**src/hw/rtl/crtp_pkg.sv**
```systemverilog
// ----------------------------------------------------------------------------
// crtp_pkg
// Shared types, constants and helper functions for the controller report
// text parser.
// ----------------------------------------------------------------------------
package crtp_pkg;

	localparam int unsigned FIELD_W    = 10;
	localparam int unsigned NUM_FIELDS = 7;
	localparam int unsigned COUNT_W    = 5;

	// A frame from the id digit through the closing bracket is this long.
	localparam logic [COUNT_W-1:0] FRAME_LEN = 5'd29;
	localparam logic [COUNT_W-1:0] COUNT_MAX = 5'd31;
	localparam logic [FIELD_W-1:0] ACC_MAX   = 10'd999;

	localparam logic [7:0] CH_NUL    = 8'h00;
	localparam logic [7:0] CH_LF     = 8'h0A;
	localparam logic [7:0] CH_SPACE  = 8'h20;
	localparam logic [7:0] CH_COMMA  = 8'h2C;
	localparam logic [7:0] CH_ZERO   = 8'h30;
	localparam logic [7:0] CH_ONE    = 8'h31;
	localparam logic [7:0] CH_NINE   = 8'h39;
	localparam logic [7:0] CH_LBRACK = 8'h5B;
	localparam logic [7:0] CH_RBRACK = 8'h5D;

	typedef logic [2:0] fld_idx_t;

	localparam fld_idx_t FLD_X  = 3'd0;
	localparam fld_idx_t FLD_Y  = 3'd1;
	localparam fld_idx_t FLD_C  = 3'd2;
	localparam fld_idx_t FLD_Z  = 3'd3;
	localparam fld_idx_t FLD_AX = 3'd4;
	localparam fld_idx_t FLD_AY = 3'd5;
	localparam fld_idx_t FLD_AZ = 3'd6;

	typedef enum logic [3:0] {
		ST_SYNC = 4'd0,
		ST_ID   = 4'd1,
		ST_X    = 4'd2,
		ST_Y    = 4'd3,
		ST_C    = 4'd4,
		ST_Z    = 4'd5,
		ST_AX   = 4'd6,
		ST_AY   = 4'd7,
		ST_AZ   = 4'd8
	} parse_state_t;

	typedef logic [NUM_FIELDS-1:0][FIELD_W-1:0] rec_t;

	// Everything one character leaves on the result side.
	typedef struct packed {
		logic done;
		logic id;
		rec_t rec;
	} result_t;

	function automatic logic is_digit(input logic [7:0] ch);
		return ch inside {[CH_ZERO:CH_NINE]};
	endfunction

	// acc * 10 + digit, clamped to ACC_MAX. The digit value is the low nibble.
	function automatic logic [FIELD_W-1:0] acc_digit(input logic [FIELD_W-1:0] acc,
		input logic [7:0] ch);
		logic [13:0] v;
		v = ({4'd0, acc} * 14'd10) + {10'd0, ch[3:0]};
		return (v > {4'd0, ACC_MAX}) ? ACC_MAX : v[FIELD_W-1:0];
	endfunction

endpackage

```
**src/hw/rtl/controller_report_text_parser_core.sv**
```systemverilog
// ----------------------------------------------------------------------------
// controller_report_text_parser_core
// Parses text controller reports of the form id:[x,y] c z [ax,ay,az], one
// character per transaction, and reports the published record after each.
// ----------------------------------------------------------------------------
// Throughput: one character per cycle while the output is not stalled by
// out_ready; the parser update for a character is a single pass through
// the step logic between the input and result registers.
// Reset (arst_n low, asynchronous): parser waits for line sync, accumulator,
// count, id and both records clear, and both pipeline stages empty.
// ----------------------------------------------------------------------------
module controller_report_text_parser_core (
	input  logic       clk,
	input  logic       arst_n,

	input  logic       in_valid,
	output logic       in_ready,
	input  logic [7:0] char_in,

	output logic       out_valid,
	input  logic       out_ready,
	output logic       frame_done,
	output logic       controller_id,
	output logic [9:0] stick_x,
	output logic [9:0] stick_y,
	output logic [9:0] button_c,
	output logic [9:0] button_z,
	output logic [9:0] accel_x,
	output logic [9:0] accel_y,
	output logic [9:0] accel_z
);

	// Input stage: holds the accepted character until it moves into the result stage.
	logic              valid_s1;
	logic [7:0]        char_s1;

	// Result stage: the parser's answer for the character that left stage one.
	logic              valid_s2;
	crtp_pkg::result_t res_s2;

	crtp_pkg::result_t res_d;
	logic              adv_s1;

	// Stage one moves on whenever the result register is empty or is being
	// drained in this same cycle, so while a result waits, intake continues
	// only until the one slot in stage one is full.
	assign adv_s1   = valid_s1 && (!valid_s2 || out_ready);
	assign in_ready = !valid_s1 || adv_s1;

	always_ff @(posedge clk or negedge arst_n) begin
		if (!arst_n) begin
			valid_s1 <= 1'b0;
		end else if (in_ready) begin
			valid_s1 <= in_valid;
		end
	end

	always_ff @(posedge clk) begin
		if (in_valid && in_ready) begin
			char_s1 <= char_in;
		end
	end

	// The parser state advances exactly once per character, at the edge where
	// the character moves from the input stage into the result register.
	crtp_parser u_parser (
		.clk     (clk),
		.arst_n  (arst_n),
		.step_en (adv_s1),
		.ch      (char_s1),
		.res     (res_d)
	);

	always_ff @(posedge clk or negedge arst_n) begin
		if (!arst_n) begin
			valid_s2 <= 1'b0;
		end else if (adv_s1) begin
			valid_s2 <= 1'b1;
		end else if (out_ready) begin
			valid_s2 <= 1'b0;
		end
	end

	always_ff @(posedge clk) begin
		if (adv_s1) begin
			res_s2 <= res_d;
		end
	end

	assign out_valid     = valid_s2;
	assign frame_done    = res_s2.done;
	assign controller_id = res_s2.id;
	assign stick_x       = res_s2.rec[crtp_pkg::FLD_X];
	assign stick_y       = res_s2.rec[crtp_pkg::FLD_Y];
	assign button_c      = res_s2.rec[crtp_pkg::FLD_C];
	assign button_z      = res_s2.rec[crtp_pkg::FLD_Z];
	assign accel_x       = res_s2.rec[crtp_pkg::FLD_AX];
	assign accel_y       = res_s2.rec[crtp_pkg::FLD_AY];
	assign accel_z       = res_s2.rec[crtp_pkg::FLD_AZ];

endmodule

```
**src/hw/rtl/crtp_parser.sv**
```systemverilog
// ----------------------------------------------------------------------------
// crtp_parser
// Parser state, decimal accumulator, character count, staged and published
// records. Advances by one character whenever step_en is high and presents
// the result of that character combinationally.
// ----------------------------------------------------------------------------
module crtp_parser (
	input  logic                   clk,
	input  logic                   arst_n,
	input  logic                   step_en,
	input  logic [7:0]             ch,
	output crtp_pkg::result_t      res
);

	crtp_pkg::parse_state_t            state_q, state_d;
	logic [crtp_pkg::FIELD_W-1:0]      acc_q, acc_d;
	logic [crtp_pkg::COUNT_W-1:0]      count_q, count_d, count_inc;
	crtp_pkg::rec_t                    staged_q, staged_d;
	crtp_pkg::rec_t                    pub_q, pub_d;
	logic                              id_q, id_d;
	logic                              done;

	always_ff @(posedge clk or negedge arst_n) begin
		if (!arst_n) begin
			state_q  <= crtp_pkg::ST_SYNC;
			acc_q    <= '0;
			count_q  <= '0;
			staged_q <= '0;
			pub_q    <= '0;
			id_q     <= 1'b0;
		end else if (step_en) begin
			state_q  <= state_d;
			acc_q    <= acc_d;
			count_q  <= count_d;
			staged_q <= staged_d;
			pub_q    <= pub_d;
			id_q     <= id_d;
		end
	end

	assign count_inc = (count_q != crtp_pkg::COUNT_MAX) ? count_q + 5'd1 : count_q;

	always_comb begin
		state_d  = state_q;
		acc_d    = acc_q;
		count_d  = count_q;
		staged_d = staged_q;
		pub_d    = pub_q;
		id_d     = id_q;
		done     = 1'b0;

		if (ch == crtp_pkg::CH_NUL) begin
			state_d = crtp_pkg::ST_ID;
		end else begin
			count_d = count_inc;
			case (state_q)
				crtp_pkg::ST_SYNC: begin
					acc_d   = '0;
					count_d = '0;
					if (ch == crtp_pkg::CH_LF || ch == crtp_pkg::CH_RBRACK) begin
						state_d = crtp_pkg::ST_ID;
					end
				end
				crtp_pkg::ST_ID: begin
					if (ch == crtp_pkg::CH_LBRACK) begin
						state_d = crtp_pkg::ST_X;
					end else if (ch == crtp_pkg::CH_ONE || ch == crtp_pkg::CH_ZERO) begin
						id_d    = ch[0];
						count_d = 5'd1;
					end
				end
				crtp_pkg::ST_X, crtp_pkg::ST_AX, crtp_pkg::ST_AY: begin
					if (ch == crtp_pkg::CH_COMMA) begin
						case (state_q)
							crtp_pkg::ST_X: begin
								staged_d[crtp_pkg::FLD_X] = acc_q;
								state_d = crtp_pkg::ST_Y;
							end
							crtp_pkg::ST_AX: begin
								staged_d[crtp_pkg::FLD_AX] = acc_q;
								state_d = crtp_pkg::ST_AY;
							end
							default: begin
								staged_d[crtp_pkg::FLD_AY] = acc_q;
								state_d = crtp_pkg::ST_AZ;
							end
						endcase
						acc_d = '0;
					end else if (crtp_pkg::is_digit(ch)) begin
						acc_d = crtp_pkg::acc_digit(acc_q, ch);
					end
				end
				crtp_pkg::ST_Y: begin
					// The accumulator is kept: a button without a digit inherits it.
					if (ch == crtp_pkg::CH_SPACE) begin
						staged_d[crtp_pkg::FLD_Y] = acc_q;
						state_d = crtp_pkg::ST_C;
					end else if (crtp_pkg::is_digit(ch)) begin
						acc_d = crtp_pkg::acc_digit(acc_q, ch);
					end
				end
				crtp_pkg::ST_C: begin
					if (ch == crtp_pkg::CH_SPACE) begin
						staged_d[crtp_pkg::FLD_C] = acc_q;
						state_d = crtp_pkg::ST_Z;
					end else if (ch == crtp_pkg::CH_ONE || ch == crtp_pkg::CH_ZERO) begin
						acc_d = {9'd0, ch[0]};
					end
				end
				crtp_pkg::ST_Z: begin
					if (ch == crtp_pkg::CH_LBRACK) begin
						staged_d[crtp_pkg::FLD_Z] = acc_q;
						acc_d   = '0;
						state_d = crtp_pkg::ST_AX;
					end else if (ch == crtp_pkg::CH_ONE || ch == crtp_pkg::CH_ZERO) begin
						acc_d = {9'd0, ch[0]};
					end
				end
				crtp_pkg::ST_AZ: begin
					if (ch == crtp_pkg::CH_RBRACK) begin
						staged_d[crtp_pkg::FLD_AZ] = acc_q;
						if (count_inc == crtp_pkg::FRAME_LEN) begin
							pub_d = staged_d;
							done  = 1'b1;
						end
						acc_d   = '0;
						state_d = crtp_pkg::ST_ID;
					end else if (crtp_pkg::is_digit(ch)) begin
						acc_d = crtp_pkg::acc_digit(acc_q, ch);
					end
				end
				default: begin
				end
			endcase
		end
	end

	assign res.done = done;
	assign res.id   = id_d;
	assign res.rec  = pub_d;

endmodule
```
**config.mk**
```make
export PLATFORM = sky130hd
export DESIGN_NAME = controller_report_text_parser_core
export DESIGN_NICKNAME = d
export VERILOG_FILES = /design/src/hw/rtl/crtp_pkg.sv /design/src/hw/rtl/controller_report_text_parser_core.sv /design/src/hw/rtl/crtp_parser.sv
export SDC_FILE = /design/constraint.sdc
export NUM_CORES = 1
export LEC_CHECK = 0
export ABC_CLOCK_PERIOD_IN_PS = 12800
export BUFFER_PORTS_ARGS = -buffer_cell sky130_fd_sc_hd__buf_2
export CORE_MARGIN = 4
export CORE_UTILIZATION = 50
export CTS_BUF_LIST = sky130_fd_sc_hd__clkbuf_8
export DETAILED_ROUTE_END_ITERATION = 10
export PLACE_DENSITY = 0.7
export REMOVE_ABC_BUFFERS = 1
export SYNTH_ARGS = -nofsm -noshare
export SYNTH_HDL_FRONTEND = slang
export SYNTH_SLANG_ARGS = --single-unit
```
**constraint.sdc**
```tcl
create_clock -name clk -period 12.8 [get_ports clk]
set_clock_uncertainty 0.2 [all_clocks]
set_input_delay 0.64 -clock clk [delete_from_list [all_inputs] [get_ports clk]]
set_output_delay 0.64 -clock clk [all_outputs]
set_load 0.01 [all_outputs]
```
# --- Yosys cells after proc, flatten, opt, wreduce, memory -nomap -nowiden ---
# Index checks and enable logic that the tools add are counted.
# Widths: inputs -> output; s select.
totals:
  ff_bits: 232
  input_bits: 12
  output_inout_bits: 74
  elab_cells: 125
op_classes:
  n_mux: 34
  order_cmp: 3
  eq_ne: 26
  addsub: 2
  reduce_logical: 26
  bitwise: 4
  n_mul: 1
ops:
  columns: ["cell", "count"]
  rows:
  - ["$mux 70", 4]
  - ["$mux 10", 8]
  - ["$pmux 10 s6", 1]
  - ["$eq 8x6->1 const B", 4]
  - ["$mux 4", 8]
  - ["$pmux 4 s7", 1]
  - ["$ne 3x1->1 const B", 7]
  - ["$reduce_and 5->1", 4]
  - ["$eq 4x3->1 const B", 4]
  - ["$eq 8x7->1 const B", 2]
  - ["$mux 5", 3]
  - ["$add 14x4->14", 1]
  - ["$gt 14x10->1 const B", 1]
  - ["$mul 10x3->13 const B", 1]
  - ["$reduce_and 4->1", 3]
  - ["$pmux 5 s2", 1]
  - ["$reduce_and 9->1", 1]
  - ["$eq 4x2->1 const B", 2]
  - ["$eq 8x4->1 const B", 1]
  - ["$ge 8x6->1 const B", 1]
  - ["$le 8x6->1 const B", 1]
  - ["$logic_not 8->1", 1]
  - ["$pmux 4 s2", 1]
  - ["$reduce_bool 8->1", 1]
  - ["17 further kinds", 34]

# --- Logic depth before layout (Yosys ltp) ---
logic_depth:
  depth_word: 7
  ltp_mapped: 13
  depth_no_buf: 12

# --- Cells and area by module ---
# A second synthesis with hierarchy kept.
hier_totals:
  hier_cells: 709
  area_unflattened_um2: 10371.2
modules_own_cells:
  columns: ["mod", "seq_area_each_um2", "instances", "cells_each", "area_per_inst_um2"]
  rows:
  - ["crtp_parser", 3753.6, 1, 621, 7865.0]
  - ["controller_report_text_parser_core", 2452.4, 1, 88, 2506.2]

# --- Worst setup path after synthesis ---
# Ideal clock, no wire load.
synth_timing:
  path_kind: "input port to flip-flop"
  start: "input out_ready"
  end: "register u_parser.staged_q[50] (netlist name)"
  slack_ns: 8.420
  cell_stages: 6
  setup_ns: 0.125
  path_buffers: 0
  required_ns: 12.475
  arrival_time_ns: 4.055
  path_cell_list: "nand2b_1 -> nand2_1 -> inv_1 -> nand2_1 -> nor4_4 -> mux2_2"
synth_via:
  elab_chain_len: 3
synth_lines:
  columns: ["element", "line", "text"]
  rows:
  - ["start, declared", "controller_report_text_parser_core.sv:21", "input logic out_ready,"]
  - ["$logic_or 1x1->1", "controller_report_text_parser_core.sv:47", "assign adv_s1 = valid_s1 && (!valid_s2 || out_ready);"]
  - ["$logic_and 1x1->1", "controller_report_text_parser_core.sv:47", null]
  - ["named net adv_s1", "controller_report_text_parser_core.sv:42", "logic adv_s1;"]
  - ["$reduce_and 5->1 (no line)", null, null]
  - ["end signal, assigned", "crtp_parser.sv:35", "staged_q <= staged_d;"]
  - ["end, declared", "crtp_parser.sv:18", "crtp_pkg::rec_t staged_q, staged_d;"]
# The timed path passes the listed nets, and every way through them passes these cells.
# A chain may end at the register's enable or synchronous reset.

# --- Final worst setup path ---
layout_timing:
  start: "register u_parser.acc_q[1] (netlist name)"
  end: "register u_parser.acc_q[0] (netlist name)"
layout_via:
  elab_chain_len: 7
  elab_cells_between_ends: 9
  cone_classes: "1 x add/sub; 1 x mul; 1 x order compare; 6 x mux"
layout_lines:
  columns: ["element", "line", "text"]
  rows:
  - ["start, declared", "crtp_parser.sv:16", "logic [crtp_pkg::FIELD_W-1:0] acc_q, acc_d;"]
  - ["start signal, assigned", "crtp_parser.sv:26", "acc_q <= '0;"]
  - ["start signal, assigned", "crtp_parser.sv:33", "acc_q <= acc_d;"]
  - ["$mul 10x3->13 (*)", "crtp_pkg.sv:66", "v = ({4'd0, acc} * 14'd10) + {10'd0, ch[3:0]};"]
  - ["$add 14x4->14 (*)", "crtp_pkg.sv:66", null]
  - ["$gt 14x10->1 (*)", "crtp_pkg.sv:67", "return (v > {4'd0, ACC_MAX}) ? ACC_MAX : v[FIELD_W-1:0];"]
  - ["$mux 10 (*)", "crtp_pkg.sv:67", null]
  - ["$mux 10 (*)", "crtp_parser.sv:89, crtp_parser.sv:98, crtp_parser.sv:128", null]
  - ["$mux 10 (on tied branches)", "crtp_parser.sv:120, crtp_parser.sv:73, crtp_parser.sv:95", null]
  - ["$pmux 10 s6 (*)", "crtp_parser.sv:56", "case (state_q)"]
# Mark *: on every way between the ends. The rest lies on a longest branch, timed or not. The select of a mux whose other input is x is not followed.

==> impl_metrics.env <==
export IMPL_yosysWarnings=0
export IMPL_grt_pass1_wl_microns=35820
export IMPL_outcome="complete, no violations"
export IMPL_cts_sinks=232
export IMPL_internal_power_mw=1.374
export IMPL_p_switching_mw=0.7611
export IMPL_io_pins=86
export IMPL_rows=52
export IMPL_antenna_found_initial=0
export IMPL_synth_seq_cells=232
export IMPL_drt_iter0_drc=371
export IMPL_wl_per_cell_microns=19.23
export IMPL_grt_max_degree=83
export IMPL_start_kind="flip-flop"
export IMPL_drc=0
export IMPL_synth_most_common_cell="mux2_2"
export IMPL_sw_frac_of_total_pct=35.65
export IMPL_synthDistinctLibCells=72
export IMPL_synthTopCellsByCount="mux2_2 (201), dfrtp_1 (152), edfxtp_1 (80)"
export IMPL_arrival_ns=4.51
export IMPL_cts_htree_levels=2
export IMPL_die_w_microns=153.4
export IMPL_overflow=0
export IMPL_critical_path_class="reg -> reg"
export IMPL_core_sq_um=20490
export IMPL_synth_top_area_share_pct=36.01
export IMPL_peakVddDrop_v=0.0001053
export IMPL_dp_hpwl_microns=13920
export IMPL_die_area_sq_um=23520
export IMPL_synth_top_cell_by_area="dfrtp_1"
export IMPL_cts_root_buf="clkbuf_8"
export IMPL_comb_power_share_pct=30.1
export IMPL_finalHoldViolCount=0
export IMPL_seq_area_frac_synth_pct=58.75
export IMPL_max_clock_freq_mhz=231.7
export IMPL_syn_area_sq_um=10560
export IMPL_hold_path_class="in -> reg"
export IMPL_clock_latency_ns=0.52
export IMPL_synth_area_leaders="dfrtp_1 (36%), edfxtp_1 (23%), mux2_2 (21%), ha_1 (2.5%), nand2_1 (1.2%)"
export IMPL_drt_total_wl_microns=21890
export IMPL_setup_viol_count_final=0
export IMPL_avgSynthCellArea_sq_um=14.28
export IMPL_cp_max_fo=14
export IMPL_grt_usage_pct=18.82
export IMPL_syn_inst=740
export IMPL_ys_flop_type="dfrtp_1"
export IMPL_ant_nets=0
export IMPL_via_count=6331
export IMPL_cts_buffer_depth=3
export IMPL_finalWeightedCongestion=0.7644
export IMPL_clkTransAtPathRegs_ns=0.06
export IMPL_slew_headroom_pct=21.18
export IMPL_seq_power_share_pct=41.7
export IMPL_area_growth_pct=13.42
export IMPL_avgViaCountPerCell=5.563
export IMPL_cts_resized=0
export IMPL_p_per_area_nw_per_um2=178.2
export IMPL_clock_power_share_pct=28.2
export IMPL_first_pass_iters=4
export IMPL_end_kind="flip-flop"
export IMPL_num_fill_cells=1640
export IMPL_seq_area_sq_um=6206
export IMPL_antenna_cells=0
export IMPL_fin_tns_setup_ns=0
export IMPL_io_buffers=85
export IMPL_cts_buffers=39
export IMPL_multi_input_area_sq_um=4192
export IMPL_start_util_pct=51.54
export IMPL_layout_drive_gt1_share_pct=41.82
export IMPL_final_nets=873
export IMPL_die_h_microns=153.4
export IMPL_rsz0062_at_grt="no"
export IMPL_leakage_nw=5.521
export IMPL_fin_hold_ws_ns=0.1028
export IMPL_finalMaxSlewViolations=0
export IMPL_grt_pass1_vias=6712
export IMPL_worstMarginPinSlew_ns=1.176
export IMPL_crit_required_ns=12.99
export IMPL_synthArstFlopShare_pct=65.52
export IMPL_finalCritPeriodShare_pct=33.71
export IMPL_post_cts_setup_buffer_count=0
export IMPL_cts_tree="yes"
export IMPL_period_needed_ns=4.315
export IMPL_cap_violations=0
export IMPL_synth_edf_count=80
[registers in the layout, indices dropped and copies added (netlist names)]
register and flops:
out_valid 1, frame_done 1, valid_s1 1, stick_x 10, accel_y 10, accel_z 10
u_parser.state_q 4, u_parser.count_q 5, button_z 10, accel_x 10, u_parser.pub_q 70, u_parser.id_q 1
controller_id 1, u_parser.acc_q 10, u_parser.staged_q 60, button_c 10, stick_y 10, char_s1 8
[cell type report]
class,instances,share of cell area (%)
timing repair buffer,90,3.937
inverter,11,0.3551
clock inverter,26,0.9398
clock buffer,45,5.169
sequential,232,51.80
tap,270,2.820
multi-input combinational,464,34.98
[power groups by stage]
stage / Combinational, mW / Sequential (mW) / Clock, mW
final: 0.643 / 0.891 / 0.602
after global routing: 0.717 / 0.899 / 0.661
after CTS: 0.648 / 0.892 / 0.625
after detailed placement: 0.644 / 0.906 / 0
after global placement: 0.641 / 0.903 / 0
after floorplan: 0.488 / 0.877 / 0
[layer usage]
layer / track usage, % / part of all wire (%)
met5: 0 / 0
met4: 5.088 / 1.7
met3: 3.223 / 4.4
met2: 31.47 / 48
met1: 25.68 / 46
[stage by stage]
stage | cell area [sq um] | worst slack, ns | power (mW) | utilization [%] | std cells
final | 11980 | 8.485 | 2.135 | 58.46 | 1138
after global routing | 11980 | 8.195 | 2.277 | 58.46 | 1138
after CTS | 11980 | 8.472 | 2.165 | 58.46 | 1138
after detailed placement | 11240 | 8.533 | 1.549 | 54.84 | 1066
after global placement | 11240 | 8.571 | 1.544 | 54.84 | 1066
after floorplan | 10430 | 5.690 | 1.365 | - | 707
[layout by cell type (no fill, tap or decap), types with 14 or more instances in the layout]
cell type and instances:
edfxtp_1 80, a21oi_1 19, o21ai_0 14, clkbuf_8 45
mux2_2 201, dfrtp_1 152, ha_1 21, buf_2 84
nand3_1 14, inv_1 27, nor2_1 19, nand2_1 34
[final timing paths]
path,startpoint,endpoint,slack [ns],depth (start not counted)
min,char_in[2],char_s1[2]$_DFFE_PP_,0.10,1
min in group asynchronous,arst_n,u_parser.staged_q[49]$_DFFE_PN0P_,0.52,2
max reg2reg,u_parser.acc_q[1]$_DFFE_PN0P_,u_parser.acc_q[0]$_DFFE_PN0P_,8.48,12
max in group asynchronous,arst_n,u_parser.staged_q[29]$_DFFE_PN0P_,10.36,3
min reg2reg,u_parser.pub_q[26]$_DFFE_PN0P_,u_parser.pub_q[26]$_DFFE_PN0P_,0.30,1
max,u_parser.acc_q[1]$_DFFE_PN0P_,u_parser.acc_q[0]$_DFFE_PN0P_,8.48,12
[critical path, cell delays in order, from the launching register on]
cell and delay [ns]:
dfrtp_1 0.66, ha_1 0.32, ha_1 0.24, inv_1 0.08
fa_1 0.47, nand2b_1 0.27, nor2_1 0.21, o21ai_0 0.11
and3_1 0.19, o32ai_1 0.36, a211oi_2 0.26, or3b_1 0.43
o41a_1 0.38
[repair_timing]
item,in CTS,in global routing
hold buffers,1,0
endpoints found under the setup margin,0,0
hold endpoints to repair,70,0
[cell families (layout without fill, tap and decap cells)]
| logic type | Yosys count | in the layout | synth area share, % |
|---|---|---|---|
| AOI/OAI and AO/OA | 89 | 89 | 6.029 |
| xor gates and xnor gates | 14 | 14 | 1.481 |
| adders and majority gates | 23 | 23 | 2.866 |
| buffers and inverters | 44 | 172 | 1.658 |
| DFF | 232 | 232 | 58.75 |
| muxes | 202 | 202 | 21.52 |
| and+or+nand+nor | 136 | 136 | 7.698 |
Note: power is estimated with default switching activity, not from simulation.
